**src/design/assert_macros.svh**
```systemverilog
// Assertion macros shared by the cache RTL; they sample on clock and disable on reset.
`ifndef ASSERT_MACROS_SVH
`define ASSERT_MACROS_SVH

// Check a condition at every clock edge.
`define ASSERT_ALWAYS(label, cond, msg) \
   label: assert property (@(posedge clock) disable iff (reset) (cond)) else $error(msg);

// Check that an antecedent implies a consequent in the same cycle.
`define ASSERT_SAME(label, ante, cons, msg) \
   label: assert property (@(posedge clock) disable iff (reset) (ante) |-> (cons)) \
      else $error(msg);

// Check that an antecedent implies a consequent in the following cycle.
`define ASSERT_NEXT(label, ante, cons, msg) \
   label: assert property (@(posedge clock) disable iff (reset) (ante) |=> (cons)) \
      else $error(msg);

`endif

```
**src/design/lkv_pkg.sv**
```systemverilog
// Package with word types and constants of the LRU key-value cache.
package lkv_pkg;

   localparam int KEY_WIDTH = 32;
   localparam int DATA_WIDTH = 32;
   localparam int CAP_WIDTH = 5;
   localparam logic [CAP_WIDTH-1:0] CAP_RESET = 5'd16;

   localparam logic ACTION_GET = 1'b0;
   localparam logic ACTION_SET = 1'b1;

   typedef struct packed {
      logic                  action;
      logic [KEY_WIDTH-1:0]  key;
      logic [DATA_WIDTH-1:0] data_in;
   } req_word_type;

   typedef struct packed {
      logic                  hit;
      logic [DATA_WIDTH-1:0] data_out;
      logic                  evicted;
      logic [KEY_WIDTH-1:0]  evicted_key;
   } rsp_word_type;

endpackage

```
**src/design/lkv_chan_if.sv**
```systemverilog
// Valid/ready channel interface carrying one word per handshake.
interface lkv_chan_if #(parameter type payload_type = logic) ();
   logic        valid;
   logic        ready;
   payload_type payload;

   modport source (output valid, output payload, input ready);
   modport sink (input valid, input payload, output ready);
endinterface

```
**src/design/lkv_store.sv**
```systemverilog
// Entry store with associative lookup, LRU rank update and insert/evict logic.
`include "assert_macros.svh"

module lkv_store #(
   parameter int ENTRIES = 16
) (
   input  logic                          clock,
   input  logic                          reset,
   input  logic                          fire,
   input  lkv_pkg::req_word_type         word,
   input  logic [lkv_pkg::CAP_WIDTH-1:0] capacity,
   output lkv_pkg::rsp_word_type         result
);

   localparam int IDX_W = (ENTRIES > 1) ? $clog2(ENTRIES) : 1;
   localparam int CNT_W = $clog2(ENTRIES + 1);
   localparam int CMP_W = (CNT_W > lkv_pkg::CAP_WIDTH) ? CNT_W : lkv_pkg::CAP_WIDTH;

   logic [ENTRIES-1:0]                 valid_ff, valid_in;
   logic [IDX_W-1:0]                   rank_ff [ENTRIES];
   logic [IDX_W-1:0]                   rank_in [ENTRIES];
   logic [lkv_pkg::KEY_WIDTH-1:0]      key_ff [ENTRIES];
   logic [lkv_pkg::KEY_WIDTH-1:0]      key_in [ENTRIES];
   logic [lkv_pkg::DATA_WIDTH-1:0]     value_ff [ENTRIES];
   logic [lkv_pkg::DATA_WIDTH-1:0]     value_in [ENTRIES];
   logic [CNT_W-1:0]                   used_ff, used_in;

   logic [ENTRIES-1:0] match;
   logic [ENTRIES-1:0] victim_match;
   logic [IDX_W-1:0]   hit_idx, victim_idx, free_idx, slot;
   logic               hit_any, full, update, is_set;
   logic [CMP_W-1:0]   cap_wide, cap_clamped;
   logic [CNT_W-1:0]   eff_cap;
   logic [IDX_W-1:0]   oldest_rank, hit_rank;

   // clamp capacity to 1 .. ENTRIES
   always_comb begin
      cap_wide = CMP_W'(capacity);
      if (cap_wide == '0) begin
         cap_clamped = CMP_W'(1);
      end else if (cap_wide > CMP_W'(ENTRIES)) begin
         cap_clamped = CMP_W'(ENTRIES);
      end else begin
         cap_clamped = cap_wide;
      end
      eff_cap = cap_clamped[CNT_W-1:0];
   end

   // lookup, victim and free slot search
   always_comb begin
      oldest_rank = IDX_W'(used_ff - CNT_W'(1));
      hit_idx = '0;
      victim_idx = '0;
      free_idx = '0;
      for (int i = 0; i < ENTRIES; i++) begin
         match[i] = valid_ff[i] && (key_ff[i] == word.key);
         victim_match[i] = valid_ff[i] && (rank_ff[i] == oldest_rank);
      end
      for (int i = ENTRIES - 1; i >= 0; i--) begin
         if (match[i]) begin
            hit_idx = IDX_W'(i);
         end
         if (victim_match[i]) begin
            victim_idx = IDX_W'(i);
         end
         if (!valid_ff[i]) begin
            free_idx = IDX_W'(i);
         end
      end
      hit_any = |match;
      hit_rank = rank_ff[hit_idx];
      full = (used_ff >= eff_cap);
      is_set = (word.action == lkv_pkg::ACTION_SET);
      update = fire && (hit_any || is_set);
      if (hit_any) begin
         slot = hit_idx;
      end else if (full) begin
         slot = victim_idx;
      end else begin
         slot = free_idx;
      end
   end

   // next state of every entry
   always_comb begin
      used_in = used_ff;
      if (update && !hit_any && !full) begin
         used_in = used_ff + CNT_W'(1);
      end
      for (int i = 0; i < ENTRIES; i++) begin
         valid_in[i] = valid_ff[i];
         rank_in[i] = rank_ff[i];
         key_in[i] = key_ff[i];
         value_in[i] = value_ff[i];
         if (update) begin
            if (IDX_W'(i) == slot) begin
               rank_in[i] = '0;
               if (!hit_any && !full) begin
                  valid_in[i] = 1'b1;
               end
               if (!hit_any) begin
                  key_in[i] = word.key;
               end
               if (is_set) begin
                  value_in[i] = word.data_in;
               end
            end else if (valid_ff[i] && (!hit_any || rank_ff[i] < hit_rank)) begin
               rank_in[i] = rank_ff[i] + IDX_W'(1);
            end
         end
      end
   end

   always_comb begin
      result.hit = hit_any;
      result.data_out = (hit_any && !is_set) ? value_ff[hit_idx] : '0;
      result.evicted = !hit_any && is_set && full;
      result.evicted_key = (!hit_any && is_set && full) ? key_ff[victim_idx] : '0;
   end

   always_ff @(posedge clock) begin
      if (reset) begin
         valid_ff <= '0;
         used_ff <= '0;
         for (int i = 0; i < ENTRIES; i++) begin
            rank_ff[i] <= '0;
         end
      end else begin
         valid_ff <= valid_in;
         used_ff <= used_in;
         for (int i = 0; i < ENTRIES; i++) begin
            rank_ff[i] <= rank_in[i];
         end
      end
   end

   always_ff @(posedge clock) begin
      for (int i = 0; i < ENTRIES; i++) begin
         key_ff[i] <= key_in[i];
         value_ff[i] <= value_in[i];
      end
   end

   `ASSERT_ALWAYS(a_fill_matches_valid, $countones(valid_ff) == int'(used_ff), "bad fill count")
   `ASSERT_ALWAYS(a_keys_unique, $onehot0(match), "key present in more than one entry")
   `ASSERT_SAME(a_one_oldest, used_ff != '0, $onehot(victim_match), "no single oldest entry")

endmodule

```
**src/design/lru_key_value_cache.sv**
```systemverilog
// A word accepted on req_if is held in the input register, passes through lkv_store into the
// result register and is offered on rsp_if from there; a stall on rsp_if holds both registers.
// Throughput: one word per cycle while rsp_if is ready; lkv_store does the associative compare
// and rank update for all entries combinationally between the input and result registers.
// Reset (synchronous, active high) clears valid marks, ranks, fill count and both pipeline
// valid flags and sets capacity to 16; keys and values are not cleared and need no sweep.
`include "assert_macros.svh"

module lru_key_value_cache #(
   parameter int ENTRIES = 16
) (
   input  logic                          clock,
   input  logic                          reset,
   lkv_chan_if.sink                      req_if,
   lkv_chan_if.source                    rsp_if,
   input  logic                          csr_wr_en,
   input  logic [lkv_pkg::CAP_WIDTH-1:0] csr_wr_data
);

   logic                          in_valid_ff, in_valid_in;
   lkv_pkg::req_word_type         in_word_ff, in_word_in;
   logic                          out_valid_ff, out_valid_in;
   lkv_pkg::rsp_word_type         out_word_ff, out_word_in;
   logic [lkv_pkg::CAP_WIDTH-1:0] capacity_ff, capacity_in;
   lkv_pkg::rsp_word_type         result;
   logic                          advance, fire, take;

   assign advance = !out_valid_ff || rsp_if.ready;
   assign fire = in_valid_ff && advance;
   assign take = req_if.valid && req_if.ready;
   assign req_if.ready = !in_valid_ff || advance;

   lkv_store #(
      .ENTRIES(ENTRIES)
   ) u_store (
      .clock(clock),
      .reset(reset),
      .fire(fire),
      .word(in_word_ff),
      .capacity(capacity_ff),
      .result(result)
   );

   always_comb begin
      in_valid_in = in_valid_ff;
      in_word_in = in_word_ff;
      out_valid_in = out_valid_ff;
      out_word_in = out_word_ff;
      capacity_in = csr_wr_en ? csr_wr_data : capacity_ff;
      if (advance) begin
         out_valid_in = in_valid_ff;
         out_word_in = result;
      end
      if (req_if.ready) begin
         in_valid_in = req_if.valid;
      end
      if (take) begin
         in_word_in = req_if.payload;
      end
   end

   always_ff @(posedge clock) begin
      if (reset) begin
         in_valid_ff <= 1'b0;
         out_valid_ff <= 1'b0;
         capacity_ff <= lkv_pkg::CAP_RESET;
      end else begin
         in_valid_ff <= in_valid_in;
         out_valid_ff <= out_valid_in;
         capacity_ff <= capacity_in;
      end
   end

   always_ff @(posedge clock) begin
      in_word_ff <= in_word_in;
      out_word_ff <= out_word_in;
   end

   assign rsp_if.valid = out_valid_ff;
   assign rsp_if.payload = out_word_ff;

   `ASSERT_NEXT(a_hold_input, in_valid_ff && !advance, $stable(in_word_ff), "input word changed")
   `ASSERT_NEXT(a_fire_yields_result, fire, out_valid_ff, "processed word produced no result")

endmodule

```
**src/flat_wrapper.sv**
```systemverilog
// flat-port wrapper written by rule: the top's interface ports become plain ports
module lru_key_value_cache_flat 
#(
   parameter int ENTRIES = 16
)
  (clock, reset, csr_wr_en, csr_wr_data, req_if_valid, req_if_payload, req_if_ready, rsp_if_valid, rsp_if_payload, rsp_if_ready);
  lkv_chan_if #(.payload_type(lkv_pkg::req_word_type)) req_if_i ();
  lkv_chan_if #(.payload_type(lkv_pkg::rsp_word_type)) rsp_if_i ();
  input  logic clock;
  input  logic reset;
  input  logic csr_wr_en;
  input  logic [lkv_pkg::CAP_WIDTH-1:0] csr_wr_data;
  input wire logic [$bits(req_if_i.valid)-1:0] req_if_valid;
  input wire logic [$bits(req_if_i.payload)-1:0] req_if_payload;
  output wire logic [$bits(req_if_i.ready)-1:0] req_if_ready;
  output wire logic [$bits(rsp_if_i.valid)-1:0] rsp_if_valid;
  output wire logic [$bits(rsp_if_i.payload)-1:0] rsp_if_payload;
  input wire logic [$bits(rsp_if_i.ready)-1:0] rsp_if_ready;
  assign req_if_i.valid = req_if_valid;
  assign req_if_i.payload = req_if_payload;
  assign req_if_ready = req_if_i.ready;
  assign rsp_if_valid = rsp_if_i.valid;
  assign rsp_if_payload = rsp_if_i.payload;
  assign rsp_if_i.ready = rsp_if_ready;
  lru_key_value_cache #(.ENTRIES(ENTRIES)) u_core (.clock(clock), .reset(reset), .req_if(req_if_i), .rsp_if(rsp_if_i), .csr_wr_en(csr_wr_en), .csr_wr_data(csr_wr_data));
endmodule
```
**config.mk**
```make
export PLATFORM = sky130hd
export DESIGN_NAME = lru_key_value_cache_flat
export DESIGN_NICKNAME = d
export VERILOG_FILES = /design/src/design/lkv_pkg.sv /design/src/design/lkv_chan_if.sv /design/src/design/lkv_store.sv /design/src/design/lru_key_value_cache.sv /design/src/flat_wrapper.sv
export VERILOG_INCLUDE_DIRS = /design/src /design/src/design
export SDC_FILE = /design/constraint.sdc
export NUM_CORES = 2
export LEC_CHECK = 0
export BUFFER_PORTS_ARGS = -buffer_cell sky130_fd_sc_hd__buf_4
export CAP_MARGIN = 25
export CORE_ASPECT_RATIO = 1.5
export CORE_MARGIN = 10
export CORE_UTILIZATION = 30
export CTS_BUF_LIST = sky130_fd_sc_hd__clkbuf_16
export DETAILED_ROUTE_END_ITERATION = 12
export MAX_ROUTING_LAYER = met4
export PLACE_DENSITY = 0.51
export SETUP_SLACK_MARGIN = 0.5
export SLEW_MARGIN = 10
export SYNTH_ARGS = -nofsm -noshare
export SYNTH_HDL_FRONTEND = slang
export SYNTH_SLANG_ARGS = --single-unit
```
**constraint.sdc**
```tcl
create_clock -name clock -period 11.55 [get_ports clock]
set_clock_uncertainty 0.05 [all_clocks]
set_input_delay 1.155 -clock clock [delete_from_list [all_inputs] [get_ports clock]]
set_output_delay 1.155 -clock clock [all_outputs]
set_load 0.005 [all_outputs]
```
==> results.json <==
{
  "status": "finished clean",
  "cts-root-buf": "clkbuf_16",
  "yosys.cell_count.top_type": "edfxtp_1",
  "rows": 204,
  "grt_pass1_vias": 41600,
  "synth_edf_count": 1155,
  "ys_warn_count": 0,
  "synthToLayoutAreaGrowth_pct": 14.1,
  "powerDensity_mw_per_mm2": 141,
  "fin_nets": 4995,
  "rsz0062_at_grt": "false",
  "path_clk_slew_ns": 0.06,
  "htreeDepth": 4,
  "drc_errors": 0,
  "grt_max_degree": 148,
  "synth_nets": 4865,
  "criticalPathCategory": "reg -> reg",
  "synth.yosys.seq_area_share_pct": 58.8,
  "clk_latency_ns": 0.83,
  "period_share_pct": 66.0,
  "place_hpwl_um": 156000,
  "crit_chain": "buf_4 -> xor2_1 -> nor4_1 -> nand4_1 -> or4_1 -> nor2b_1 -> o21ai_1 -> o21a_4 -> buf_4 -> mux2i_1 -> mux2_2 -> o211ai_1 -> o21ai_1 -> buf_4 -> ha_1 -> a211oi_1 -> nand2_1 -> nor4_1 -> a21oi_1 -> a221o_1",
  "postSynthAreaPerCell_um2": 13.2,
  "min_delay_path_depth": 1,
  "required_ns": 12.17,
  "cts.sinks": 1247,
  "pwr-share-comb_pct": 4.6,
  "r2r_slack_ns": 3.93,
  "async_flop_share_pct": 0,
  "first_pass_iters": 5,
  "clock_power_share_pct": 45.3,
  "dpl_worst_slack_ns": 3.96,
  "cpPeakStageDelay_ns": 0.96,
  "cp_slowest_cell": "edfxtp_1",
  "clk_path_buf_depth": 4,
  "worst_pin_slew_ns": 1.13,
  "hold_end": "u_core.in_word_ff[41]$_DFFE_PP_",
  "gr-total-overflow": 0,
  "r2r-end": "u_core.u_store.rank_ff[11][3]$_SDFFE_PP0P_",
  "fin_area_mm2": 0.0709,
  "worstRegToRegCells": 20,
  "cts_resized": 0,
  "cp.arrival_ns": 8.24,
  "fp.coreArea_mm2": 0.206,
  "irDropWorstVdd_mv": 0.109,
  "max_cap_violations": 0,
  "grt_pass1_wl_um": 318000,
  "slew_viol_final": 0,
  "hold_buffers": 0,
  "ios": 143,
  "fp.dieW_um": 392,
  "synth_area_leader_cell": "edfxtp_1",
  "holdWs_ns": 0.459,
  "hp-class": "in -> reg",
  "vias_per_cell": 5.39,
  "max_clock_freq_mhz": 131,
  "chipHeight_um": 577,
  "die_area_mm2": 0.226,
  "p_leak_nw": 23.2,
  "p_switching_mw": 2.26,
  "start_kind": "flop",
  "ys_ff_latch": 1247,
  "seq_power_share_pct": 50.1,
  "fin_crit_ns": 7.62,
  "netSwitchingFraction_pct": 22.6,
  "grtUsageTotal_pct": 20.1,
  "drt-initial-drc-count": 2876,
  "post-cts-setup-buffer-count": 0,
  "dominantRegCellSynth": "edfxtp_1",
  "cp_common_cell": "buf_4",
  "cts_tree": "built",
  "power_mw": 10.0,
  "antenna_left": 0,
  "cts_made_buffers": 143,
  "setup_viol": 0,
  "gp_congestion": 0.936,
  "synthCells": 4719,
  "synthDistinctLibCells": 107,
  "post-synth-top-area-fraction_pct": 55.8,
  "num_vias": 41100,
  "postPlaceCellArea_mm2": 0.0663,
  "p_int_mw": 7.76,
  "critPathBufInv": 3,
  "antenna_found_initial": 3,
  "wl_per_cell_um": 29.9,
  "synthesis.area_mm2": 0.0621,
  "slew_headroom_pct": 24.5,
  "end_kind": "flop",
  "synth_commonest_cells": "1155 x edfxtp_1, 384 x mux2i_1, 360 x xor2_1",
  "finalHoldViolCount": 0,
  "setup_tns_ns": 0,
  "hp-start": "req_if_payload[41]",
  "routed_wl_um": 228000,
  "setup_slack_ns": 3.93,
  "drive_gt1_share_pct": 14.7,
  "io_buffers": 142,
  "path_delay_family": "compound AO/OA/AOI/OAI gates",
  "reg2reg_from": "u_core.in_word_ff[54]$_DFFE_PP_",
  "crit_fanout": 62,
  "synth.area.top_cells": "edfxtp_1 56%, mux2i_1 6.2%, xor2_1 5.1%",
  "initial_core_util_pct": 30.2
}
## cell type report
type                       count  area, µm²
antenna                        2       5.00
tap                         2678       3350
inverter                      45        171
clock buffer                 146       3650
clock inverter                92        863
multi-input combinational   3132      24100
fill                       20100     135000
timing repair buffer         280       2190
sequential                  1247      36500
## per-stage QoR
step	instances	util, %
after global routing	7621	34.4
after global placement	7376	32.2
after detailed placement	7381	32.2
after CTS	7619	34.4
after floorplan	4719	-
final	7622	34.4
## kinds of logic after synthesis
group,Yosys count,synth area share [%]
muxes,518,8.62
xor gates and xnor gates,569,8.61
AOI/OAI and AO/OA,780,9.29
DFF,1247,58.8
buffers and inverters,340,2.92
adders and majority gates,71,1.43
and+or+nand+nor,1194,10.3
## power by group through the flow
stage               registers [mW]  clock network (mW)  logic (mW)
finish                        5.02                4.54       0.461
global route                  5.03                4.83       0.483
CTS                           5.02                4.66       0.463
detailed placement            5.12                   0       0.462
global placement              5.12                   0       0.464
floorplan                     5.11                   0       0.242
## worst max path at each step
stage                                          startpoint                                    endpoint  slack (ns)  cells after the start
final                     u_core.in_word_ff[54]$_DFFE_PP_  u_core.u_store.rank_ff[11][3]$_SDFFE_PP0P_        3.93                     20
after global routing      u_core.in_word_ff[54]$_DFFE_PP_  u_core.u_store.rank_ff[11][3]$_SDFFE_PP0P_        3.35                     21
after CTS                 u_core.in_word_ff[54]$_DFFE_PP_  u_core.u_store.rank_ff[12][2]$_SDFFE_PP0P_        3.95                     23
after detailed placement  u_core.in_word_ff[54]$_DFFE_PP_  u_core.u_store.rank_ff[12][2]$_SDFFE_PP0P_        3.96                     23
after global placement    u_core.in_word_ff[37]$_DFFE_PP_  u_core.u_store.rank_ff[11][3]$_SDFFE_PP0P_        4.05                     21
after floorplan           u_core.in_word_ff[40]$_DFFE_PP_  u_core.u_store.rank_ff[11][3]$_SDFFE_PP0P_        5.33                     21
## state kept, by name, summed over array words and instances (netlist names)
register	count
u_core.in_word_ff	65
u_core.u_store.key_ff	512
u_core.rsp_if.payload	66
u_core.capacity_ff	5
u_core.in_valid_ff	1
u_core.u_store.used_ff	5
u_core.u_store.valid_ff	16
u_core.rsp_if.valid	1
u_core.u_store.rank_ff	64
u_core.u_store.value_ff	512
## layer usage
metal  track usage (%)  wire [µm]
met5                 -          0
met4              12.2      16800
met3              2.19       8700
met2              35.2     117000
met1              21.8      85800
## placed cells by master (no fill, tap or decap), types with 15 or more instances in the layout
cell / instances
a211oi_1: 272
clkinv_1: 15
or4_1: 18
clkbuf_16: 146
nor2_4: 33
nor2_1: 220
xnor3_1: 19
xor2_1: 360
a21oi_1: 173
a31oi_1: 17
mux2_2: 133
xnor2_1: 182
nor3_1: 60
o211a_1: 41
mux2i_1: 384
nand4b_1: 19
nor2b_1: 115
a21o_1: 44
bufinv_16: 16
nand2_1: 165
nor4_1: 175
nand4_1: 98
inv_1: 63
o21ai_0: 18
ha_1: 71
dfxtp_1: 92
clkinv_2: 27
o211ai_1: 26
buf_4: 271
edfxtp_1: 1155
and3_1: 21
nand2b_1: 47
a211o_1: 46
nand3_1: 140
## worst reg2reg max path: stages (launching register included)
cell	delay [ns]
edfxtp_1	0.96
buf_4	0.46
xor2_1	0.17
nor4_1	0.27
nand4_1	0.17
or4_1	0.65
nor2b_1	0.18
o21ai_1	0.40
o21a_4	0.70
buf_4	0.79
mux2i_1	0.21
mux2_2	0.29
o211ai_1	0.19
o21ai_1	0.09
buf_4	0.28
ha_1	0.23
a211oi_1	0.26
nand2_1	0.09
nor4_1	0.51
a21oi_1	0.22
a221o_1	0.34
Note: power is estimated with default switching activity, not from simulation.
